===== config.mk =====
export PLATFORM = sky130hd
export DESIGN_NAME = bped_step
export DESIGN_NICKNAME = d
export VERILOG_FILES = /design/src/bit_parallel_edit_distance_macros.svh /design/src/bped_pkg.sv /design/src/bped_step.sv
export SDC_FILE = /design/constraint.sdc
export NUM_CORES = 1
export LEC_CHECK = 0
export ABC_AREA = 1
export ABC_CLOCK_PERIOD_IN_PS = 2900
export BUFFER_PORTS_ARGS = -buffer_cell sky130_fd_sc_hd__buf_2
export CAP_MARGIN = 20
export CORE_AREA = 2 2 240 242
export DETAILED_ROUTE_END_ITERATION = 16
export DIE_AREA = 0 0 242 244
export PLACE_DENSITY_LB_ADDON = 0.2
export SYNTH_ARGS = -nofsm -noshare
export SYNTH_HDL_FRONTEND = slang
export SYNTH_SLANG_ARGS = --single-unit

===== constraint.sdc =====
create_clock -name vclk -period 2.9
set_input_delay 0.145 -clock vclk [all_inputs]
set_output_delay 0.145 -clock vclk [all_outputs]
set_load 0.02 [all_outputs]

===== src/bit_parallel_edit_distance_macros.svh =====
// assertion helpers for the edit distance rtl
`ifndef BIT_PARALLEL_EDIT_DISTANCE_MACROS_SVH
`define BIT_PARALLEL_EDIT_DISTANCE_MACROS_SVH

// same-cycle implication, reset masks the check
`define BPED_ASSERT_IMP(label, clk, rst_n, ante, cons, msg) \
	label: assert property (@(posedge clk) disable iff (!rst_n) (ante) |-> (cons)) \
		else $error(msg);

// next-cycle implication, reset masks the check
`define BPED_ASSERT_NXT(label, clk, rst_n, ante, cons, msg) \
	label: assert property (@(posedge clk) disable iff (!rst_n) (ante) |=> (cons)) \
		else $error(msg);

`endif


===== src/bped_pkg.sv =====
package bped_pkg;

	// default sizes
	localparam int DEF_WORD_BITS     = 64;
	localparam int DEF_ALPHABET_SIZE = 256;

	// fixed field widths
	localparam int SYM_W       = 8;
	localparam int MASK_PORT_W = 64;
	localparam int DIST_W      = 16;
	localparam int PLEN_W      = 7;
	localparam int CFG_IDX_W   = 2;
	localparam int CFG_DATA_W  = 64;
	localparam int TDATA_IN_W  = SYM_W + MASK_PORT_W;

	localparam logic [DIST_W-1:0] DIST_MAX = '1;

	// request kinds carried on tuser
	typedef enum logic [1:0] {
		REQ_LOAD   = 2'd0,
		REQ_TEXT   = 2'd1,
		REQ_FINISH = 2'd2
	} req_type_t;

	// register indexes
	typedef enum logic [CFG_IDX_W-1:0] {
		CFG_TRANSPOSITION = 2'd0,
		CFG_PATTERN_LEN   = 2'd1,
		CFG_CHECK_MASK    = 2'd2,
		CFG_INIT_VERT     = 2'd3
	} cfg_reg_t;

endpackage


===== src/bped_step.sv =====
module bped_step
	import bped_pkg::*;
#(
	parameter int WORD_BITS = DEF_WORD_BITS
) (
	input  logic                 trans_on,
	input  logic [WORD_BITS-1:0] pm,
	input  logic [WORD_BITS-1:0] prev_pm,
	input  logic [WORD_BITS-1:0] vp,
	input  logic [WORD_BITS-1:0] vn,
	input  logic [WORD_BITS-1:0] d0_prev,
	input  logic [WORD_BITS-1:0] chk,
	input  logic [DIST_W-1:0]    dist_cur,
	output logic [WORD_BITS-1:0] vp_nx,
	output logic [WORD_BITS-1:0] vn_nx,
	output logic [WORD_BITS-1:0] d0,
	output logic [DIST_W-1:0]    dist_nx
);

	logic [WORD_BITS-1:0] tr;
	logic [WORD_BITS-1:0] sum;
	logic [WORD_BITS-1:0] hp;
	logic [WORD_BITS-1:0] hn;
	logic [WORD_BITS-1:0] hps;
	logic                 up;
	logic                 dn;

	// transposition term from the previous column
	assign tr = trans_on ? ((((~d0_prev) & pm) << 1) & prev_pm) : '0;

	// diagonal zero vector, one carry chain
	assign sum = (pm & vp) + vp;
	assign d0  = (sum ^ vp) | pm | vn | tr;

	// horizontal deltas
	assign hp = vn | ~(d0 | vp);
	assign hn = d0 & vp;

	// score change at the last pattern position
	assign up = |(hp & chk);
	assign dn = |(hn & chk);

	always_comb begin
		dist_nx = dist_cur;
		if (up) begin
			if (dist_cur != DIST_MAX) dist_nx = dist_cur + DIST_W'(1);
		end else if (dn) begin
			if (dist_cur != '0) dist_nx = dist_cur - DIST_W'(1);
		end
	end

	// new vertical deltas
	assign hps   = {hp[WORD_BITS-2:0], 1'b1};
	assign vp_nx = {hn[WORD_BITS-2:0], 1'b0} | ~(d0 | hps);
	assign vn_nx = d0 & hps;

endmodule


==> flow_metrics.tcl, run 1 <==
set metrics [dict create \
    outcome "complete, but fails checks" \
    violations "negative setup slack" \
    grt_pass1_wl_mm 112 \
    report.final.hold_viol_count 0 \
    fin_crit_sh_pct 103 \
    dieArea_mm2 0.0590 \
    hold_end "vn_nx[10]" \
    gp_congestion 0.954 \
    slowest_delay_ps 270 \
    synth-compound-area-share_pct 19.0 \
    hold_buffers 0 \
    yosysSeqAreaShare_pct 0 \
    synth_top_family_by_area "simple AND/OR/NAND/NOR gates" \
    port_buffers 606 \
    worst_pin_slew_ps 797 \
    synthMuxAreaShare_pct 0 \
    max-vdd-ir-drop_uv 83.0 \
    worst-endpoint-arrival_ps 2850 \
    rsz0062_at_grt "true" \
    setup_slack_ps -94.5 \
    power_density_mw_per_mm2 147 \
    design_area_mm2 0.0236 \
    avgRoutedWirePerCell_um 18.3 \
    crit_fanout 8 \
    end_kind "output pin" \
    power_mw 3.46 \
    initial_core_util_pct 17.8 \
    die_h_um 244 \
    ys_warn_count 0 \
    gr-total-overflow 0 \
    fillers 6252 \
    io_pins 609 \
    synth_cells 2212 \
    place_area_mm2 0.0185 \
    critical_path_class "in2out" \
    cap_viol_max_count 0 \
    drv_slew 0 \
    via_per_inst 4.52 \
    startpoint_type "primary input" \
    path_common_cell "nand2_1" \
    layout_commonest_cell "buf_4" \
    detailed_place_hpwl_mm 68.3 \
    required_ps 2760 \
    yosysUniqueCellTypes 48 \
    synthXorXnorAreaFrac_pct 0.703 \
    core_area_mm2 0.0562 \
    synth-simple-area-share_pct 62.4 \
    die_x_um 242 \
    synthAdderAreaFrac_pct 0.502 \
    netlist_area_mm2 0.00997 \
    clkbuf_count 0 \
    first_pass_iters 5 \
    globalRouteTotalUtil_pct 24.6 \
    synthToLayoutAreaGrowth_pct 136 \
    yosysTopAreaCell "nand2_1" \
    setup_viol 16 \
    crit_slowest_cell "nor2_4" \
    grt_max_degree 20 \
    drive_above_1_share_pct 59.8 \
    nNetsFinal 3923 \
    hold-worst-slack_ps 667 \
    wl_mm 78.4 \
    yosys-top-cells-area "nand2_1 30%, inv_1 14%, nand3_1 10%, nor2_1 9.5%, a21oi_1 5.0%" \
    drc 0 \
    n_sequential_cell 0 \
    first_iter_violations 906 \
    syn_area_per_cell_um2 4.51 \
    layout_common_cells "662 x buf_4, 541 x buf_2, 508 x nand2_1" \
    synth_top_area_share_pct 30.0 \
    postLayoutCoreUtil_pct 41.9 \
    leakagePower_nw 13.1 \
    hp-class "in2out" \
    worstHoldStart "vn[9]" \
    antenna_found_initial 14 \
    syn_nets 2617 \
    drtAntennaViolNets 0 \
    fp-row-count 87 \
    min_delay_path_depth 4 \
    fin_crit_ps 2990 \
    layout.area.seq_um2 0 \
    fmax_mhz 334 \
    slew_headroom_pct 46.2 \
    first_global_vias 18800 \
    num_vias 19400 \
]
-- cells in the mapped netlist (all sizes together), types with 10 or more instances --
cell type / count
a211oi: 10
a21oi: 104
a311oi: 23
and2: 15
buf: 12
inv: 425
nand2: 821
nand3: 213
nand4: 26
nor2: 293
nor3: 56
o21ai: 71
o21bai: 26
o22ai: 39
o311ai: 14
-- report_power, final --
group | leakage, nW | switching (mW) | internal (mW)
logic | 13.1 | 1.97 | 1.48
registers | 0 | 0 | 0
clock network | 0.0000824 | 0 | 0.000000601
total | 13.1 | 1.97 | 1.48
-- worst max-delay path, delay by kind of cell --
family,cells,cell delay (ps)
buffers and inverters,7,770
AND/OR/NAND/NOR,18,1910
-- layout make-up --
| class | count | area [µm²] | area share (%) |
|---|---|---|---|
| Multi-Input combinational cell | 1765 | 11700 | 49.8 |
| Timing Repair Buffer | 1323 | 9160 | 38.9 |
| Inverter | 428 | 1680 | 7.13 |
| Tap cell | 756 | 946 | 4.02 |
| Antenna cell | 13 | 32.5 | 0.138 |
-- worst max path at each step --
| stage | from | end | slack, ps |
|---|---|---|---|
| 3_5_place_dp | pm[23] | dist_nx[12] | -780 |
| 6_report | pm[36] | dist_nx[2] | -90 |
| 3_3_place_gp | pm[23] | dist_nx[3] | -800 |
| 2_1_floorplan | vp[1] | dist_nx[9] | 280 |
| 5_1_grt | vp[7] | dist_nx[0] | -250 |
| 4_1_cts | vp[1] | dist_nx[1] | -80 |
-- metrics by stage --
stage | setup WS (ps) | cells | setup TNS, ps
after CTS | -81.0 | 4217 | -1010
after floorplan | 278 | 2212 | 0
after global routing | -249 | 4283 | -3850
after detailed placement | -781 | 4163 | -12020
final | -94.5 | 4285 | -1010
after global placement | -796 | 4163 | -12400
-- metal layers --
layer	vias to the layer above	part of all wire, %	routed length, µm	track usage [%]
met5	-	0.034	27	0
met4	4	2.5	1970	5.45
met3	87	4.2	3270	2.26
met2	536	47	36500	40.7
met1	9059	47	36700	34.3
li1	9684	-	-	-
-- logic make-up after synthesis --
family | Yosys count
other | 1
adders and majority gates | 4
xor gates and xnor gates | 8
buffers and inverters | 449
and+or+nand+nor | 1443
AOI/OAI and AO/OA | 307
-- timing repair --
action | 4_1_cts | 5_1_grt
endpoints found under the hold margin | 0 | 0
gates cloned | 2 | 2
gates resized for setup | 671 | 486
setup buffers | 56 | 53
endpoints found under the setup margin | 16 | 20
pin swaps | 206 | 271
Power figures use the tool's default switching activity.
==> run 2, diff against run 1 <==
--- a/config.mk
+++ b/config.mk
@@ -5,13 +5,11 @@
 export SDC_FILE = /design/constraint.sdc
 export NUM_CORES = 1
 export LEC_CHECK = 0
-export ABC_AREA = 1
 export ABC_CLOCK_PERIOD_IN_PS = 2900
 export BUFFER_PORTS_ARGS = -buffer_cell sky130_fd_sc_hd__buf_2
-export CAP_MARGIN = 20
-export CORE_AREA = 2 2 240 242
+export CORE_AREA = 2 2 239 241
 export DETAILED_ROUTE_END_ITERATION = 16
-export DIE_AREA = 0 0 242 244
+export DIE_AREA = 0 0 241 243
 export PLACE_DENSITY_LB_ADDON = 0.2
 export SYNTH_ARGS = -nofsm -noshare
 export SYNTH_HDL_FRONTEND = slang
==> run 2 against run 1 <==
The flow still finishes with violations (negative setup slack); total power rose by 17%; die area fell by 0.82%; cell area increased by 8.6%; critical path depth down 7; count of clock-buffer cells in the layout is the same; worst setup slack got worse by 1500 ps; via count up 12%; critical path type unchanged; largest cell class unchanged; highest routed layer unchanged.
==> flow_metrics.tcl, run 2 <==
set metrics [dict create \
    slowest_delay_ps 550 \
    worst_pin_slew_ps 663 \
    grt_pass1_wl_mm 157 \
    yosysTopAreaCell "nor2_1" \
    synth_cells 1664 \
    drc 0 \
    die_x_um 241 \
    antenna_found_initial 4 \
    leakagePower_nw 11.8 \
    yosysUniqueCellTypes 102 \
    critical_path_class "in2out" \
    crit_fanout 8 \
    fillers 5896 \
    globalRouteTotalUtil_pct 37.3 \
    synthToLayoutAreaGrowth_pct 138 \
    hold_buffers 0 \
    drtAntennaViolNets 0 \
    syn_nets 2069 \
    yosys-top-cells-count "230 x nor2_1, 154 x nand2_1, 72 x o21ai_0" \
    fin_crit_ps 4460 \
    avgRoutedWirePerCell_um 28.9 \
    core_area_mm2 0.0560 \
    gr-total-overflow 0 \
    power_mw 4.03 \
    fp-row-count 87 \
    layout.area.seq_um2 0 \
    dieArea_mm2 0.0586 \
    drv_slew 0 \
    fin_crit_sh_pct 154 \
    crit_slowest_cell "or4_4" \
    stdcell_count 3995 \
    min_delay_path_depth 3 \
    violations "negative setup slack" \
    worstSetupStartpoint "vp[11]" \
    postLayoutCoreUtil_pct 45.7 \
    startpoint_type "primary input" \
    first_iter_violations 1667 \
    required_ps 2760 \
    die_h_um 243 \
    wl_mm 115 \
    rsz0062_at_grt "true" \
    path_buf_inv 6 \
    worstHoldStart "dist_cur[9]" \
    initial_core_util_pct 19.2 \
    n_sequential_cell 0 \
    setup_slack_ps -1560 \
    first_global_vias 21500 \
    path_common_cell "buf_4" \
    outcome "complete, but fails checks" \
    hp-class "in2out" \
    end_kind "output pin" \
    first_pass_iters 5 \
    crit_chain "buf_2 > buf_4 > buf_4 > nand4b_1 > a2bb2oi_2 > o221ai_2 > a31o_2 > or4_4 > a2111o_1 > a2111o_1 > a2111oi_4 > nand4_1 > buf_4 > nand4_4 > buf_6 > a2bb2o_4 > xor2_4 > buf_6" \
    gp_congestion 1.09 \
    setup_viol 66 \
    power_density_mw_per_mm2 158 \
    crit_family "compound AO/OA/AOI/OAI gates" \
    clkbuf_count 0 \
    slew_headroom_pct 55.4 \
    worst-endpoint-arrival_ps 4320 \
    syn_area_per_cell_um2 6.45 \
    num_vias 21600 \
    cap_viol_max_count 0 \
    yosysSeqAreaShare_pct 0 \
    port_buffers 606 \
    grt_max_degree 13 \
    ys_warn_count 0 \
    netlist_area_mm2 0.0107 \
    crit_cells 18 \
    hold_end "dist_nx[9]" \
    yosys-top-cells-area "nor2_1 8.0%, nand2_1 5.4%, o21a_1 4.5%, maj3_1 4.5%, nand4b_1 3.5%" \
    hold-worst-slack_ps 594 \
    nNetsFinal 3645 \
    report.final.hold_viol_count 0 \
    via_per_inst 5.42 \
    detailed_place_hpwl_mm 103 \
    synth_top_area_share_pct 8.04 \
    layout_commonest_cell "buf_4" \
    dp_cells 3889 \
    max-vdd-ir-drop_uv 87.0 \
    fmax_mhz 224 \
    yosysMostFrequentCell "nor2_1" \
    layout_common_cells "962 x buf_4, 507 x buf_2, 200 x nor2_1" \
    io_pins 609 \
    drive_above_1_share_pct 63.1 \
]
## run 2: worst max path at each step
stage	to
finish	dist_nx[2]
global placement	dist_nx[11]
global route	dist_nx[2]
detailed placement	dist_nx[11]
CTS	dist_nx[2]
floorplan	dist_nx[12]
## run 2: cell families after synthesis
group           Yosys count  synth area share (%)
buf+inv                 154                  6.08
simple gates            874                  47.8
fa+ha+maj                52                  4.94
compound gates          569                  40.0
other cells               1                0.0349
mux                       3                 0.280
xor+xnor                 11                 0.897
## run 2: routing by layer
metal	GRT usage, %	wire (µm)
met4	15.1	6670
met3	4.46	6920
met1	47.4	47900
met2	63.3	53700
met5	0	57
## run 2: through the flow
stage | TNS, ps | cell area [µm²] | worst slack, ps
detailed placement | -62980 | 21700 | -2120
finish | -30660 | 25600 | -1560
global placement | -64420 | 21700 | -2120
floorplan | -14560 | 11000 | -1000
CTS | -32900 | 23900 | -1670
global route | -34500 | 25600 | -1640
## run 2: area by class of cell
cell class	instances	area (µm²)	area share, %
inverter	63	253	0.988
multi-input combinational	1510	12300	47.9
antenna	1	2.50	0.00979
tap	756	946	3.70
timing repair buffer	1665	12100	47.4
## run 2: report_power, final
group / switching, mW / internal [mW] / leakage [nW]
Clock: 0 / 0.0000000194 / 0.00000528
Sequential: 0 / 0 / 0
Combinational: 2.18 / 1.85 / 11.8
## run 2: what timing repair did
| action | CTS | global route |
|---|---|---|
| gates cloned | 1 | 0 |
| gates resized for setup | 419 | 317 |
| buffers inserted | 60 | 68 |
| setup endpoints to repair | 127 | 105 |
| pin swaps | 87 | 128 |
